**src/design/qalu_pkg.sv**
```systemverilog
`default_nettype none
package qalu_pkg;

	localparam logic [2:0] OP_ADD  = 3'd0;
	localparam logic [2:0] OP_NEG  = 3'd1;
	localparam logic [2:0] OP_MUL  = 3'd2;
	localparam logic [2:0] OP_CONJ = 3'd3;
	localparam logic [2:0] OP_NORM = 3'd4;
	localparam logic [2:0] OP_INV  = 3'd5;

	localparam logic [1:0] ST_OK   = 2'd0;
	localparam logic [1:0] ST_SAT  = 2'd1;
	localparam logic [1:0] ST_DIVZ = 2'd2;

	// quotient bits of the inverse divider, one per step stage
	localparam int NSTEP = 33;
	// root bits of the square root
	localparam int NROOT = 32;

	typedef struct packed {
		logic [2:0]         op;
		logic signed [31:0] a_w;
		logic signed [31:0] a_x;
		logic signed [31:0] a_y;
		logic signed [31:0] a_z;
		logic signed [31:0] b_w;
		logic signed [31:0] b_x;
		logic signed [31:0] b_y;
		logic signed [31:0] b_z;
	} cmd_t;

	typedef struct packed {
		logic signed [31:0] r_w;
		logic signed [31:0] r_x;
		logic signed [31:0] r_y;
		logic signed [31:0] r_z;
		logic [31:0]        magnitude;
		logic [1:0]         status;
	} res_t;

	typedef struct packed {
		logic [2:0]        op;
		logic              carry;
		logic              zero;
		logic [3:0]        neg;
		logic [3:0][31:0]  pass;
		logic              sat;
		logic [64:0]       dvsr;
		logic [63:0]       rad;
		logic [3:0][64:0]  drem;
		logic [3:0][32:0]  quo;
		logic [3:0]        m0;
		logic [33:0]       srem;
		logic [31:0]       root;
	} iter_t;

	// {flag, value}
	function automatic logic [32:0] sat32(input logic signed [49:0] v);
		logic [32:0] r;
		if (v > 50'sd2147483647) begin
			r = {1'b1, 32'h7FFF_FFFF};
		end else if (v < -50'sd2147483648) begin
			r = {1'b1, 32'h8000_0000};
		end else begin
			r = {1'b0, v[31:0]};
		end
		return r;
	endfunction

endpackage
`default_nettype wire

```
**src/design/qalu_step.sv**
```systemverilog
`default_nettype none
module qalu_step #(
	parameter int STEP = 0
) (
	input  wire                   clk,
	input  wire                   arst_n,
	input  wire                   vld,
	input  wire qalu_pkg::iter_t  it,
	output logic                  out_vld,
	output qalu_pkg::iter_t       out_it
);

	logic             vld_s1;
	qalu_pkg::iter_t  it_c, it_s1;
	logic [65:0]      sh_c [4];

	// one restoring divide step per lane
	always_comb begin
		it_c = it;
		for (int i = 0; i < 4; i++) begin
			sh_c[i] = {it.drem[i], (STEP == 0) ? it.m0[i] : 1'b0};
			if (sh_c[i] >= {1'b0, it.dvsr}) begin
				it_c.drem[i] = 65'(sh_c[i] - {1'b0, it.dvsr});
				it_c.quo[i]  = {it.quo[i][31:0], 1'b1};
			end else begin
				it_c.drem[i] = sh_c[i][64:0];
				it_c.quo[i]  = {it.quo[i][31:0], 1'b0};
			end
		end
	end

	// one square root step
	generate
		if (STEP < qalu_pkg::NROOT) begin : g_root
			localparam int HI = 63 - 2 * STEP;
			logic [35:0] sr_c, tr_c;
			logic [33:0] srem_c;
			logic [31:0] root_c;
			always_comb begin
				sr_c = {it.srem, it.rad[HI -: 2]};
				tr_c = {2'b00, it.root, 2'b01};
				if (sr_c >= tr_c) begin
					srem_c = 34'(sr_c - tr_c);
					root_c = {it.root[30:0], 1'b1};
				end else begin
					srem_c = sr_c[33:0];
					root_c = {it.root[30:0], 1'b0};
				end
			end
			always_ff @(posedge clk) begin
				it_s1 <= '{op: it_c.op, carry: it_c.carry, zero: it_c.zero, neg: it_c.neg,
					pass: it_c.pass, sat: it_c.sat, dvsr: it_c.dvsr, rad: it_c.rad,
					drem: it_c.drem, quo: it_c.quo, m0: it_c.m0, srem: srem_c,
					root: root_c};
			end
		end else begin : g_noroot
			always_ff @(posedge clk) begin
				it_s1 <= it_c;
			end
		end
	endgenerate

	always_ff @(posedge clk or negedge arst_n) begin
		if (!arst_n) begin
			vld_s1 <= 1'b0;
		end else begin
			vld_s1 <= vld;
		end
	end

	assign out_vld = vld_s1;
	assign out_it  = it_s1;

endmodule
`default_nettype wire

```
**config.mk**
```make
export PLATFORM = sky130hd
export DESIGN_NAME = qalu_step
export DESIGN_NICKNAME = d
export VERILOG_FILES = /design/src/design/qalu_pkg.sv /design/src/design/qalu_step.sv
export SDC_FILE = /design/constraint.sdc
export NUM_CORES = 1
export LEC_CHECK = 0
export ABC_AREA = 1
export BUFFER_PORTS_ARGS = -buffer_cell sky130_fd_sc_hd__buf_2
export CORE_AREA = 5 5 558 560
export CTS_CLUSTER_DIAMETER = 200
export CTS_CLUSTER_SIZE = 12
export DETAILED_ROUTE_END_ITERATION = 7
export DIE_AREA = 0 0 563 565
export HOLD_SLACK_MARGIN = 0.05
export SLEW_MARGIN = 10
export SYNTH_ARGS = -nofsm -noshare
export SYNTH_HDL_FRONTEND = slang
export SYNTH_SLANG_ARGS = --single-unit
export TNS_END_PERCENT = 1
```
**constraint.sdc**
```tcl
create_clock -name clk -period 0.8 [get_ports clk]
set_input_delay 0.24 -clock clk [delete_from_list [all_inputs] [get_ports clk]]
set_output_delay 0.24 -clock clk [all_outputs]
set_load 0.02 [all_outputs]
```
# == Yosys cells after proc, flatten, opt, wreduce, memory -nomap -nowiden ==
# Index checks and enable logic that the tools add are counted.
# totals
regBits,730
input_bits,732
output_inout_bits,730
wordCells,43
# op_classes
addsub,5
n_lt_le_gt_ge,5
n_mux,10
# op_table
operator,count
66-bit by 65-bit greater-or-equal comparator with 1-bit output,4
65-bit 2-to-1 mux,4
65-bit subtractor,4
36-bit by 34-bit greater-or-equal comparator with 1-bit output,1
34-bit 2-to-1 mux,1
34-bit subtractor,1
1-bit 2-to-1 mux,5

# == Longest topological paths before layout ==
# logic_depth
word_depth,2
mapped_depth,18
depth_no_buf,17

# == Worst setup path after synthesis ==
# Ideal clock, no wire load.
# synth_path
path_type,in2reg
from,in it[66] (netlist name)
to,"reg it_s1, in the netlist out_it[206]"
setup_time_ns,0.112
arrival_time_ns,1.842
t_required_ns,0.688
slack_ns,-1.154
path_stages,16
path_buffers,2
path_cell_list,inv_1 > ha_1 > inv_1 > fa_1 > nand3_1 > nand3_2 > nand2_2 > nand2_2 > nand2_1 > nand2_1 > nand2_1 > nand2_4 > buf_8 > buf_6 > nand2_1 > nand2_1
# synth_lines
element,line_no,source
from (decl),qalu_step.sv:8,"input wire qalu_pkg::iter_t it,"
to (signal assigned),qalu_step.sv:51,"it_s1 <= '{op: it_c.op, carry: it_c.carry, zero: it_c.zero, neg: it_c.neg,"
to (decl),qalu_step.sv:14,"qalu_pkg::iter_t it_c, it_s1;"

==> summary.txt <==
Status
  • Run status: complete, but fails checks
  • Failing checks: negative hold slack, negative setup slack

Yosys
  • Largest cells by area after synthesis: dfxtp_1 32%, nand2_1 25%, inv_1 12%
  • Synthesized Nets: 8,497
  • Avg Synthesized Cell Area: roughly 6 um2
  • Synth Instances: between 7k and 8k
  • Leading area contributor after synthesis: dfxtp_1
  • Cell variety after synth: 40
  • Post-Synthesis Cell Area: about 0.046 mm2
  • Top cell type's share of synthesized area: 0.3188
  • Seq cells post-synth: 730
  • Post-synth EDFFs: 0
  • FFs w/ async S/R, synth: 0.001370
  • Register area share after synthesis: 0.3193
  • Ys Warns: 0
  • Dominant synthesized flop cell: dfxtp_1

CTS
  • CTS tree: built
  • Worst-path clk slew: approximately 0.07 ns
  • H-tree depth: 3
  • Number of buffers created by CTS: 76
  • CTS root buffer: clkbuf_16
  • Worst-case clock buffer depth: 4
  • Clk sinks: 730

Critical path
  • CP peak stage delay: roughly 0.28 ns
  • CP cell instances: buf_2 > inv_1 > buf_12 > buf_6 > ha_4 > nand2_4 > nor2_4 > nand2_2 > nor2_4 > nand4_1 > nand3_2 > nor2_4 > nand2_8 > clkinv_8 > buf_12 > buf_12 > nand2_2 > nand2_2
  • CP endpoint: out_it[264]$_DFF_P_
  • Cell family with the largest share of critical-path delay: simple AND/OR/NAND/NOR gates
  • CP Launch Type: primary input
  • Crit path launch: it[545]
  • CP Max Fanout: 7
  • Slowest library cell on the worst path: ha_4
  • Buffer and inverter count on the worst path: 7
  • Endpoint class of the critical path: flop
  • Levels on crit path: 18
  • Req. time, crit path: ~1.5 ns
  • Crit Path Class: primary input to flop
  • CP arrival: between 2 and 3 ns

STA
  • Peak Freq: 543.2 MHz
  • Hold slack final: -0.3242 ns
  • Final Max Tran Viols: 0
  • Hold violation count in the final report: 20
  • Setup WS post-layout: -1.041 ns
  • Worst slew pin tran: roughly 0.58 ns
  • Finish-stage setup viols: about 1.0k
  • Final critical-path required period: 1.841 ns
  • Final period util: 2.301
  • RSZ-0062 raised after global routing: true
  • Slew margin rel.: 0.6116

Layout
  • Fillers: between 30k and 40k
  • Cell area after layout: around 0.093 mm2
  • Post-layout util: 0.3058
  • Fin cells: ~16k
  • Commonest cells after routing, fill and taps aside: 2,739 x nand2_1, 1,505 x buf_4, 1,358 x inv_1, 1,174 x buf_2, 849 x dlygate4sd3_1
  • Nets: around 13k
  • Syn-to-layout area delta: 103.9%
  • Most common cell after layout, fill and taps aside: nand2_1
  • Share of cells above drive strength 1: 0.3950

Power and ir drop
  • Switching Fraction: 0.4077
  • Comb power frac: 0.467
  • Sw power: roughly 60 mW
  • P per Cell Area: 1581 mW/mm2
  • Worst VDD drop: roughly 1.6 mV
  • LEAKAGE: roughly 49 nW
  • Seq pwr share: 0.294
  • Cell-internal power: ~87 mW
  • Power Total: 147.6 mW
  • Clock network fraction of design power: 0.239

Flow run
  • Max Cap Viol: 0

Global route
  • Vias in the first global route: ~61k
  • First-pass GRT wire length: 568,000 um
  • Initial antenna violation count: around 260
  • Overflow after GRT: 0
  • Largest net degree at the start of global routing: 65
  • GRT Util Overall: 0.2699

Route
  • Final ANT Viol Nets: 0
  • Via density: 4.053
  • Drt drc: 0
  • DR pass1 iterations: 5
  • Initial drt markers: around 4.6k
  • Wire per inst: slightly below 30 um
  • Vias: 63.61k
  • DRT Wirelength: 454,600 um

Floorplanning
  • Die area: roughly 0.32 mm2
  • Initial core utilization: 0.1500
  • Die height: between 500 and 600 um
  • Row cnt: 203
  • # IOs: 1,462
  • Horiz. Die Dim: 563 um
  • Core Area: 0.3053 mm2

Placement
  • Cell Count Post-Placement: 14.55k
  • GPL Wtd Cong: roughly 1
  • PortBufs: about 1.5k
  • HPWL Detailed: between 300,000 and 400,000 um
  • Area after DPL: ~0.074 mm2

Min path
  • Worst Hold Class: primary input to flop
-- tightest hold or removal path, stage by stage --
cell	delay [ns]
buf_2	0.12
nand2_1	0.05
nand2_1	0.05
-- sequential cells by signal (all words and copies together), names as in the netlist --
| name | count |
|---|---|
| out_it | 729 |
| out_vld | 1 |
-- metal layers --
layer / share of wire / vias up / routed length, um / track usage
li1: - / 30610 / - / -
met1: 0.34 / 29300 / 154800 / 0.2724
met2: 0.50 / 2642 / 226500 / 0.4929
met3: 0.063 / 1000 / 28520 / 0.05224
met4: 0.098 / 64 / 44450 / 0.2007
met5: 0.00096 / - / 437 / 0
-- logic make-up (layout without fill, tap and decap cells) --
logic type / after synthesis / in the layout / share of synthesized area
fa+ha+maj: 298 / 298 / 0.08210
compound gates: 289 / 289 / 0.03249
xor+xnor: 140 / 140 / 0.02678
buf+inv: 1579 / 5601 / 0.1380
flops: 730 / 730 / 0.3193
simple gates: 4431 / 4431 / 0.4014
other cells: 0 / 104 / 0
-- cell usage after synthesis (7+ instances only) --
library cell	count
buf_6	19
dfxtp_1	729
nor2_1	460
o21ai_0	42
nor2_4	12
nor4_1	20
clkinv_1	10
nand3_1	549
nand2_1	3079
nand2_2	57
nor3_1	43
buf_2	46
and3_1	16
nand3_2	15
inv_1	1428
nor3_2	7
ha_1	294
inv_2	57
xor2_1	137
nand3b_1	66
a21o_1	9
a21oi_1	227
nor2_2	54
nand4_1	38
-- power groups by stage --
| stage | clock, mW | combinational, mW | sequential (mW) |
|---|---|---|---|
| 6_report | 35.3 | 68.9 | 43.4 |
| 5_1_grt | 37.5 | 72.5 | 43.6 |
| 3_5_place_dp | 0 | 57.2 | 43.9 |
| 2_1_floorplan | 0 | 17.8 | 47.8 |
| 4_1_cts | 36.8 | 64.9 | 43.4 |
| 3_3_place_gp | 0 | 57.2 | 44.1 |
-- how the worst min path moves through the flow --
stage,from,endpoint,slack (ns),cells after the start
final,it[215],out_it[216]$_DFF_P_,-0.32,3
after global routing,it[239],out_it[240]$_DFF_P_,-0.36,3
after CTS,it[212],out_it[213]$_DFF_P_,-0.44,3
after detailed placement,arst_n,out_vld$_DFF_PN0_,0.05,1
after global placement,arst_n,out_vld$_DFF_PN0_,0.05,1
after floorplan,arst_n,out_vld$_DFF_PN0_,-0.06,0
-- what timing repair did --
action                                  4_1_cts  5_1_grt
hold endpoints to repair                    726       78
gates resized for setup                     840      827
endpoints found under the setup margin     1029     1031
buffers inserted                             52       49
pin swaps                                    64      168
cloned                                       11        6
hold buffers                                801       48
-- per-stage QoR --
step	hold WS [ns]	TNS, ns	worst slack, ns
2_1_floorplan	-0.05559	-328.48	-1.127
6_report	-0.3242	-812.14	-1.041
3_3_place_gp	0.04631	-611.04	-2.388
3_5_place_dp	0.05140	-611.63	-2.362
4_1_cts	-0.4418	-863.63	-0.9792
5_1_grt	-0.3641	-859.62	-1.052
-- cell type report --
cell class,instances,area [um2],area share
diodes,104,260.3,0.002788
clock buffers,78,1929,0.02067
clock inverters,9,123.9,0.001327
inverters,1497,5683,0.06087
multi-input cells,5158,30780,0.3297
flip-flops and latches,730,14890,0.1595
well taps,4100,5130,0.05495
repair buffers,4017,34570,0.3703
Power figures use the tool's default switching activity.
