==> src/design/qalu_pkg.sv <==
`default_nettype none
package qalu_pkg;

	localparam logic [2:0] OP_ADD  = 3'd0;
	localparam logic [2:0] OP_NEG  = 3'd1;
	localparam logic [2:0] OP_MUL  = 3'd2;
	localparam logic [2:0] OP_CONJ = 3'd3;
	localparam logic [2:0] OP_NORM = 3'd4;
	localparam logic [2:0] OP_INV  = 3'd5;

	localparam logic [1:0] ST_OK   = 2'd0;
	localparam logic [1:0] ST_SAT  = 2'd1;
	localparam logic [1:0] ST_DIVZ = 2'd2;

	// quotient bits of the inverse divider, one per step stage
	localparam int NSTEP = 33;
	// root bits of the square root
	localparam int NROOT = 32;

	typedef struct packed {
		logic [2:0]         op;
		logic signed [31:0] a_w;
		logic signed [31:0] a_x;
		logic signed [31:0] a_y;
		logic signed [31:0] a_z;
		logic signed [31:0] b_w;
		logic signed [31:0] b_x;
		logic signed [31:0] b_y;
		logic signed [31:0] b_z;
	} cmd_t;

	typedef struct packed {
		logic signed [31:0] r_w;
		logic signed [31:0] r_x;
		logic signed [31:0] r_y;
		logic signed [31:0] r_z;
		logic [31:0]        magnitude;
		logic [1:0]         status;
	} res_t;

	typedef struct packed {
		logic [2:0]        op;
		logic              carry;
		logic              zero;
		logic [3:0]        neg;
		logic [3:0][31:0]  pass;
		logic              sat;
		logic [64:0]       dvsr;
		logic [63:0]       rad;
		logic [3:0][64:0]  drem;
		logic [3:0][32:0]  quo;
		logic [3:0]        m0;
		logic [33:0]       srem;
		logic [31:0]       root;
	} iter_t;

	// {flag, value}
	function automatic logic [32:0] sat32(input logic signed [49:0] v);
		logic [32:0] r;
		if (v > 50'sd2147483647) begin
			r = {1'b1, 32'h7FFF_FFFF};
		end else if (v < -50'sd2147483648) begin
			r = {1'b1, 32'h8000_0000};
		end else begin
			r = {1'b0, v[31:0]};
		end
		return r;
	endfunction

endpackage
`default_nettype wire

==> src/design/qalu_back.sv <==
`default_nettype none
module qalu_back (
	input  wire                   clk,
	input  wire                   arst_n,
	input  wire                   vld,
	input  wire qalu_pkg::iter_t  it,
	output logic                  done,
	output qalu_pkg::res_t        res
);

	logic              done_s1;
	qalu_pkg::res_t    res_c, res_s1;
	logic [33:0]       q_c [4];
	logic [3:0][31:0]  inv_c;
	logic              isat_c;

	always_comb begin
		isat_c = 1'b0;
		for (int i = 0; i < 4; i++) begin
			q_c[i] = {1'b0, it.quo[i]}
				+ 34'(({it.drem[i], 1'b0} >= {1'b0, it.dvsr}) ? 1 : 0);
			if (it.neg[i]) begin
				if (q_c[i] > 34'd2147483648) begin
					inv_c[i] = 32'h8000_0000;
					isat_c   = 1'b1;
				end else begin
					inv_c[i] = ~q_c[i][31:0] + 32'd1;
				end
			end else begin
				if (q_c[i] > 34'd2147483647) begin
					inv_c[i] = 32'h7FFF_FFFF;
					isat_c   = 1'b1;
				end else begin
					inv_c[i] = q_c[i][31:0];
				end
			end
		end

		res_c = '0;
		unique case (it.op)
			qalu_pkg::OP_ADD, qalu_pkg::OP_NEG, qalu_pkg::OP_MUL, qalu_pkg::OP_CONJ: begin
				res_c.r_w    = it.pass[0];
				res_c.r_x    = it.pass[1];
				res_c.r_y    = it.pass[2];
				res_c.r_z    = it.pass[3];
				res_c.status = it.sat ? qalu_pkg::ST_SAT : qalu_pkg::ST_OK;
			end
			qalu_pkg::OP_NORM: begin
				res_c.magnitude = it.carry ? 32'hFFFF_FFFF : it.root;
				res_c.status    = it.carry ? qalu_pkg::ST_SAT : qalu_pkg::ST_OK;
			end
			qalu_pkg::OP_INV: begin
				if (it.zero) begin
					res_c.status = qalu_pkg::ST_DIVZ;
				end else begin
					res_c.r_w    = inv_c[0];
					res_c.r_x    = inv_c[1];
					res_c.r_y    = inv_c[2];
					res_c.r_z    = inv_c[3];
					res_c.status = isat_c ? qalu_pkg::ST_SAT : qalu_pkg::ST_OK;
				end
			end
			default: res_c = '0;
		endcase
	end

	always_ff @(posedge clk or negedge arst_n) begin
		if (!arst_n) begin
			done_s1 <= 1'b0;
		end else begin
			done_s1 <= vld;
		end
	end

	always_ff @(posedge clk) begin
		res_s1 <= res_c;
	end

	assign done = done_s1;
	assign res  = res_s1;

endmodule
`default_nettype wire

==> config.mk <==
export PLATFORM = sky130hd
export DESIGN_NAME = qalu_back
export DESIGN_NICKNAME = d
export VERILOG_FILES = /design/src/design/qalu_pkg.sv /design/src/design/qalu_back.sv
export SDC_FILE = /design/constraint.sdc
export NUM_CORES = 1
export LEC_CHECK = 0
export BUFFER_PORTS_ARGS = -buffer_cell sky130_fd_sc_hd__buf_2
export CORE_AREA = 2 2 350 352
export CTS_CLUSTER_DIAMETER = 150
export DETAILED_ROUTE_END_ITERATION = 10
export DIE_AREA = 0 0 352 354
export PLACE_DENSITY = 0.44
export SLEW_MARGIN = 15
export SYNTH_ARGS = -nofsm -noshare
export SYNTH_HDL_FRONTEND = slang
export SYNTH_SLANG_ARGS = --single-unit
==> constraint.sdc <==
create_clock -name clk -period 0.8 [get_ports clk]
set_input_delay 0.04 -clock clk [delete_from_list [all_inputs] [get_ports clk]]
set_output_delay 0.04 -clock clk [all_outputs]
set_load 0.02 [all_outputs]
=== Yosys cells after proc, flatten, opt, wreduce, memory -nomap -nowiden ===
Index checks and enable logic that the tools add are counted.

* Bits in registers: 163
* Bits of input ports: 732
* Word-level logic and storage cells: 74

* Add/sub/neg operators: 8
* Order comparisons: 12
* Eq/ne operators: 5
* Mux-type cells: 36
* Bitwise gates (word level): 4
* Reductions and logical operators: 2

{| class="wikitable"
|+ Operators with widths
! operator !! count
|-
| $mux W32 || 13
|-
| $ge A66 B65 Y1 || 4
|-
| $pmux W128 S2 || 1
|-
| $add A33 B1 Y34 || 4
|-
| $gt A34 B31 Y1 const B || 4
|-
| $gt A34 B32 Y1 const B || 4
|-
| $add A32 B1 Y32 const B || 4
|-
| $mux W128 || 1
|-
| $not A32 Y32 || 4
|-
| $mux W1 || 19
|-
| $eq A3 B2 Y1 const B || 2
|-
| $eq A3 B3 Y1 const B || 2
|-
| $pmux W2 S3 || 1
|-
| $reduce_or A4 Y1 || 1
|-
| $eq A3 B1 Y1 const B || 1
|-
| $logic_not A3 Y1 || 1
|-
| $mux W2 || 1
|}

=== Longest topological paths before layout ===
Gate-level depths: netlist of run 1.

* Depth in word-level cells: 15
* Gate-level depth with buffers: 25
* Depth with buffers taken out: 22

=== Worst setup path after synthesis of run 1 ===
Ideal clock, no wire load.

* Path type: input to register
* Start: input port it[585] in the netlist's numbering
* End: register res_s1 (netlist bit res[102])
* Setup time: 59 ps
* Arrival time: 4988 ps
* Required time: 741 ps
* Path slack: -4247 ps
* Stages: 21
* Path through: inv_1 -> ha_1 -> nand4_1 -> or4b_2 -> nor4_1 -> a211oi_1 -> o211ai_1 -> a31o_2 -> ha_1 -> ha_1 -> clkbuf_1 -> nand4_1 -> or4_1 -> xnor2_1 -> a211o_1 -> nor4b_2 -> nand3_2 -> o41ai_4 -> o21a_2 -> buf_6 -> a22o_1

{| class="wikitable"
|+ RTL lines
! what !! line !! source
|-
| start: declaration || qalu_back.sv:6 || <nowiki>input wire qalu_pkg::iter_t it,</nowiki>
|-
| end signal: assignment || qalu_back.sv:76 || <nowiki>res_s1 <= res_c;</nowiki>
|-
| end: declaration || qalu_back.sv:12 || <nowiki>qalu_pkg::res_t res_c, res_s1;</nowiki>
|}

==> out/qor.csv, run 1 <==
metric;value;unit
status;finished, violations left;
violated checks;setup timing;
die height;354;um
slew margin rel.;11.6;%
worst slew pin tran;1.33;ns
TritonCTS clock tree;built;
I/O Buffers;792;
maximum vdd drop;1.82;mV
Slowest-stage cell, CP;or4_1;
Min Hold Slack;0.0450;ns
vias in the first global route;26400;
CP required;1.22;ns
Syn Nets;3430;
setup slack after layout;-3.65;ns
CP Launch Type;input pin;
Max-Cap Viols;0;
Ys Warns;0;
main combinational cell family by area after synthesis;compound AO/OA/AOI/OAI gates;
post-synthesis adder-cell area fraction;17.8;%
Net Switching;0.0129;W
CP Class;input pin to flip-flop;
H-tree depth;4;
row count;128;
commonest non-fill, non-tap cell in the layout;buf_4;
fmax;0.225;GHz
simple-gate share of the synthesized area;23.4;%
Non-Filler Instances;5802;
synthesized cell area;0.0191;mm^2
Total Wirelength;121000;um
first-pass GRT wire length;174000;um
Avg WL per Cell;20.8;um
pwr dens;883;mW/mm^2
LEAKAGE;17.6;nW
Comb power frac;48.6;%
post-layout net count;5150;
compound-cell area share of the yosys netlist;26.6;%
Clock power frac;25.0;%
# placed instances;5497;
Detail Route Antenna Nets;0;
Netlist cell types;101;
CP Data Arrival Time;4.87;ns
final hold vios;0;
die width;352;um
DRC viols;0;
Sequential Power Share;26.4;%
min Tclk post-route;4.45;ns
CP endpoint kind;flip-flop;
Top FF cell, synth;dfxtp_1;
CP max stage delay;0.54;ns
most frequent cells in the layout;buf_4, buf_2, buf_6;
initial antenna violation count;36;
Final setup violation count;292;
Async S/R FF share, synth;0.613;%
post-synthesis cell count;2426;
Sw Share;37.8;%
largest net degree at the start of global routing;82;
sequential-to-total area share from yosys stat;17.1;%
Via density;4.47;
final period utilization;556;%
RSZ-0062 raised after global routing;true;
Core ar.;0.121;mm^2
type of the worst min-delay path;input pin to flip-flop;
Top Ports;895;
Initial Util;15.8;%
layout cells sized above 1;55.6;%
Via Count;25900;
Synth Register Bits;163;
Clock Tree Root;clkbuf_16;
grt ovf;0;
fin. max-slew vios;0;
Max FO, Critical Path;4;
gp weighted congestion;0.927;
gr usage total;18.6;%
Initial DRC Count;1404;
CTS Sinks;163;
Post-Synth XOR/XNOR Area;9.22;%
mux cell area share after synthesis;0.885;%
detailed placer's ending HPWL;101000;um
Clock Tree Buf Depth;2;
Die ar.;0.125;mm^2
Post-synth EDFFs;0;
Int Power;0.0212;W
TritonRoute pass-1 iters;7;
Num CTS Buffers;17;
Layout area overhead;102;%
mean post-synth cell area;7.87;um^2
Worst-path clk slew;0.07;ns
## final cells by class
| class | instances | area [um^2] |
|---|---|---|
| fillers | 12800 | 82300 |
| multi-input cells | 2033 | 18000 |
| repair buffers | 1822 | 13900 |
| flip-flops and latches | 163 | 3510 |
| well taps | 1625 | 2030 |
| inverters | 109 | 567 |
| clock buffers | 18 | 429 |
| clock inverters | 14 | 130 |
| diodes | 18 | 45.0 |
## Yosys cell counts (11+ instances only)
cell         n  area share (%)
and4_1      19            0.87
o31a_1      12            0.55
nor3_1      91             2.4
nand3b_1    11            0.43
a31oi_1     21            0.69
o32ai_1     16            0.73
a221o_1     11            0.58
and3_1      48             1.6
nor4_1      28            0.92
o21a_1      38             1.5
nor2b_1     27            0.88
a211oi_1    15            0.59
nor2_1     123             2.4
buf_2       24            0.63
nand2b_1    17            0.56
xor2_1      90             4.1
nand4_1     99             3.2
and2_1      13            0.43
a221oi_1    12            0.55
inv_1      107             2.1
a21o_1     102             4.0
or4_1       12            0.47
ha_1       272              18
a22o_1      27             1.2
dfxtp_1    162              17
nand3_1     86             2.3
or3_1       17            0.56
o21ai_0     91             2.4
nand2_1    167             3.3
o2bb2ai_1   66             3.0
o22ai_1     12            0.39
clkbuf_1    81             1.6
xnor2_1    111             5.1
o211ai_1    11            0.43
a21oi_1    188             4.9
## critical path, delay by kind of cell
| kind | cells | cell delay [ns] |
|---|---|---|
| and+or+nand+nor | 7 | 1.84 |
| AOI/OAI and AO/OA | 11 | 2.08 |
| buffers and inverters | 5 | 0.54 |
| adders and majority gates | 2 | 0.37 |
## flip-flops by register name, summed over array words and instances, names as in the netlist
name / flops
res: 162
done: 1
## per-layer routing
| metal | global-route usage [%] | share of wire [%] | vias to the layer above |
|---|---|---|---|
| met1 | 25.4 | 47 | 12400 |
| met3 | 3.16 | 4.9 | 92 |
| met5 | 0 | 0.080 | - |
| met4 | 3.58 | 1.4 | 14 |
| li1 | - | - | 12600 |
| met2 | 30.6 | 46 | 743 |
## power by group through the flow
stage	registers, W	clock network (W)	logic, W
6_report	0.00900	0.00853	0.0166
5_1_grt	0.00904	0.00916	0.0179
3_5_place_dp	0.00898	0	0.0137
4_1_cts	0.00900	0.00891	0.0159
3_3_place_gp	0.00901	0	0.0137
2_1_floorplan	0.00954	0	0.00558
## final timing paths
check	slack, ns	cells after the start	endpoint	start
max	-3.65	25	res[127]$_DFF_P_	it[529]
min	0.04	4	res[0]$_DFF_P_	it[591]
max in group asynchronous	0.33	3	done$_DFF_PN0_	arst_n
min in group asynchronous	0.37	3	done$_DFF_PN0_	arst_n
## stage by stage
step / TNS, ns / power (W) / setup slack (ns) / cell area [um^2] / util (%)
2_1_floorplan: -442.95 / 0.0151 / -3.89 / 20200 / -
3_5_place_dp: -620.29 / 0.0227 / -5.36 / 31600 / 26.1
4_1_cts: -492.43 / 0.0339 / -3.62 / 37300 / 30.8
3_3_place_gp: -622.91 / 0.0227 / -5.40 / 31600 / 26.1
5_1_grt: -513.58 / 0.0361 / -3.87 / 38600 / 31.9
6_report: -481.21 / 0.0341 / -3.65 / 38600 / 32.0
## kinds of logic (layout without fill, tap and decap cells)
logic type / after synthesis / count (layout)
and+or+nand+nor: 820 / 821
other: 0 / 18
buffers and inverters: 231 / 1963
muxes: 16 / 16
AOI/OAI and AO/OA: 723 / 723
adders and majority gates: 272 / 272
DFF: 163 / 163
xor gates and xnor gates: 201 / 201
## repair_timing
item | in CTS | in global routing
setup buffers | 65 | 34
pin swaps | 173 | 133
hold buffers | 168 | 0
resized for setup | 822 | 208
hold endpoints to repair | 163 | 0
gates cloned | 5 | 1
setup endpoints to repair | 292 | 292
Power figures use the tool's default switching activity.
==> run 2, diff against run 1 <==
--- a/config.mk
+++ b/config.mk
@@ -5,12 +5,15 @@
 export SDC_FILE = /design/constraint.sdc
 export NUM_CORES = 1
 export LEC_CHECK = 0
+export ABC_AREA = 1
 export BUFFER_PORTS_ARGS = -buffer_cell sky130_fd_sc_hd__buf_2
-export CORE_AREA = 2 2 350 352
+export CORE_AREA = 2 2 348 350
 export CTS_CLUSTER_DIAMETER = 150
 export DETAILED_ROUTE_END_ITERATION = 10
-export DIE_AREA = 0 0 352 354
-export PLACE_DENSITY = 0.44
+export DIE_AREA = 0 0 350 352
+export PLACE_DENSITY = 0.45
+export RECOVER_POWER = 100
+export SKIP_CTS_REPAIR_TIMING = 1
 export SLEW_MARGIN = 15
 export SYNTH_ARGS = -nofsm -noshare
 export SYNTH_HDL_FRONTEND = slang
==> run 2 against run 1 <==
Against the previous run:
- the flow still finishes with violations (setup timing)
- combinational power decreased by 7%
- design area decreased by 5.3%
- non-clock buffer count decreased by 22
- core utilization down 1.3 points
- first-iteration DRC count is 1.5% lower
- wire length decreased by 1.4%
- via count increased by 8.5%
- die area is 1.1% lower
- critical path type unchanged
- critical endpoint is now res[88]$_DFF_P_
- highest routed layer unchanged
==> out/qor.csv, run 2 <==
metric;value;unit
Top FF cell, synth;dfxtp_1;
violated checks;setup timing;
gp weighted congestion;0.965;
setup slack after layout;-2.98;ns
status;finished, violations left;
gr usage total;18.3;%
TritonRoute pass-1 iters;5;
Total Wirelength;119000;um
Avg WL per Cell;17.7;um
LEAKAGE;18.9;nW
die width;350;um
Final setup violation count;292;
pwr dens;905;mW/mm^2
CP endpoint kind;flip-flop;
first-pass GRT wire length;167000;um
Layout area overhead;82.8;%
final period utilization;473;%
type of the worst min-delay path;input pin to flip-flop;
Area contributors post-synth;nand2_1, ha_1, dfxtp_1;
Synth area leader;nand2_1;
fin. max-slew vios;0;
die height;352;um
synthesized cell area;0.0200;mm^2
DP Worst Slack;-4.14;ns
Clock Tree Buf Depth;2;
most frequent CP cell;nor2_4;
maximum vdd drop;1.76;mV
RSZ-0062 raised after global routing;true;
Synth Register Bits;163;
DRC viols;0;
fmax;0.265;GHz
Sequential Area;0.00327;mm^2
slew margin rel.;61.2;%
layout cells sized above 1;41.9;%
fill cell count;13200;
CP Launch Type;input pin;
final hold vios;0;
detailed placer's ending HPWL;105000;um
TritonCTS clock tree;built;
WHS Path Cells;3;
CP Class;input pin to flip-flop;
worst slew pin tran;0.576;ns
Max FO, Critical Path;6;
H-tree depth;4;
Die ar.;0.123;mm^2
CP max stage delay;0.40;ns
Core ar.;0.119;mm^2
Initial DRC Count;1383;
Initial Util;16.8;%
initial antenna violation count;44;
sequential-to-total area share from yosys stat;16.3;%
mean post-synth cell area;6.07;um^2
grt ovf;0;
Post-synth EDFFs;0;
Syn Nets;4303;
Hold Startpoint;it[624];
Max-Cap Viols;0;
synth cell count leaders;nand2_1, nor2_1, inv_1;
post-synthesis cell count;3299;
Async S/R FF share, synth;0.613;%
Via Count;28100;
largest net degree at the start of global routing;67;
Hold Path End;res[98]$_DFF_P_;
most common cell in the netlist;nand2_1;
post-layout net count;6070;
top-area cell type share of the netlist area;19.1;%
Worst-path clk slew;0.07;ns
Ys Warns;0;
CTS Sinks;163;
vias in the first global route;26600;
most frequent cells in the layout;nand2_1, buf_4, buf_2;
commonest non-fill, non-tap cell in the layout;nand2_1;
Detail Route Antenna Nets;0;
max reg flops;162;
Netlist cell types;60;
Clock Tree Root;clkbuf_16;
Num CTS Buffers;17;
min Tclk post-route;3.78;ns
CP required;1.22;ns
Min Hold Slack;0.0139;ns
CP Data Arrival Time;4.20;ns
Via density;4.19;
row count;127;
area of the multi-input gates;0.0169;mm^2
Slowest-stage cell, CP;a2111oi_1;
Top Ports;895;
I/O Buffers;792;
==> run 2: where the power goes <==
| group | total, W | leakage (nW) | switching [W] | internal, W |
|---|---|---|---|---|
| clock | 0.00884 | 0.282 | 0.00410 | 0.00474 |
| sequential | 0.00876 | 1.36 | 0.000163 | 0.00860 |
| combinational | 0.0155 | 17.3 | 0.00835 | 0.00718 |
| total | 0.0331 | 18.9 | 0.0126 | 0.0205 |
==> run 2: final cells by class <==
type	count	share of cell area, %
Multi-Input combinational cell	2697	46.1
Sequential cell	163	8.93
Tap cell	1612	5.51
Timing Repair Buffer	1800	33.4
Inverter	387	4.22
Clock inverter	12	0.397
Antenna cell	22	0.150
Clock buffer	20	1.22
==> run 2: logic make-up (layout without fill, tap and decap cells) <==
family          count (synthesis)  after routing  synth area share, %
compound gates                448            448                 12.9
xor+xnor                       81             81                 3.69
fa+ha+maj                     272            272                 17.0
buf+inv                       440           2219                 8.50
flops                         163            163                 16.3
other cells                     0             22                    0
simple gates                 1895           1896                 41.5
==> run 2: worst max-delay path, delay by kind of cell <==
family / cells / cell delay, ns
and+or+nand+nor: 12 / 1.32
adders and majority gates: 4 / 0.82
AOI/OAI and AO/OA: 6 / 1.29
buffers and inverters: 7 / 0.73
==> run 2: how the worst max path moves through the flow <==
stage | slack (ns) | to | from | depth (start not counted)
2_1_floorplan | -2.77 | res[81]$_DFF_P_ | it[537] | 29
3_3_place_gp | -4.15 | res[47]$_DFF_P_ | it[547] | 30
3_5_place_dp | -4.14 | res[107]$_DFF_P_ | it[555] | 23
4_1_cts | -3.58 | res[107]$_DFF_P_ | it[555] | 23
5_1_grt | -3.24 | res[97]$_DFF_P_ | it[543] | 28
6_report | -2.98 | res[88]$_DFF_P_ | it[376] | 29
==> run 2: metal layers <==
metal	part of all wire (%)	track usage (%)	vias up
li1	-	-	14400
met1	47	24.7	12800
met2	46	30.4	766
met3	5.1	2.75	136
met4	2.4	3.96	12
met5	0.067	0	-
==> run 2: through the flow <==
step                      power [W]  utilization [%]  instances  TNS, ns  area, um^2
after floorplan              0.0150                -       3299  -327.29       20700
after global placement       0.0230             27.4       6464  -510.63       32700
after detailed placement     0.0230             27.4       6464  -510.93       32700
after CTS                    0.0322             27.9       6496  -470.78       33300
after global routing         0.0354             30.6       6704  -443.68       36600
final                        0.0331             30.7       6713  -401.05       36600
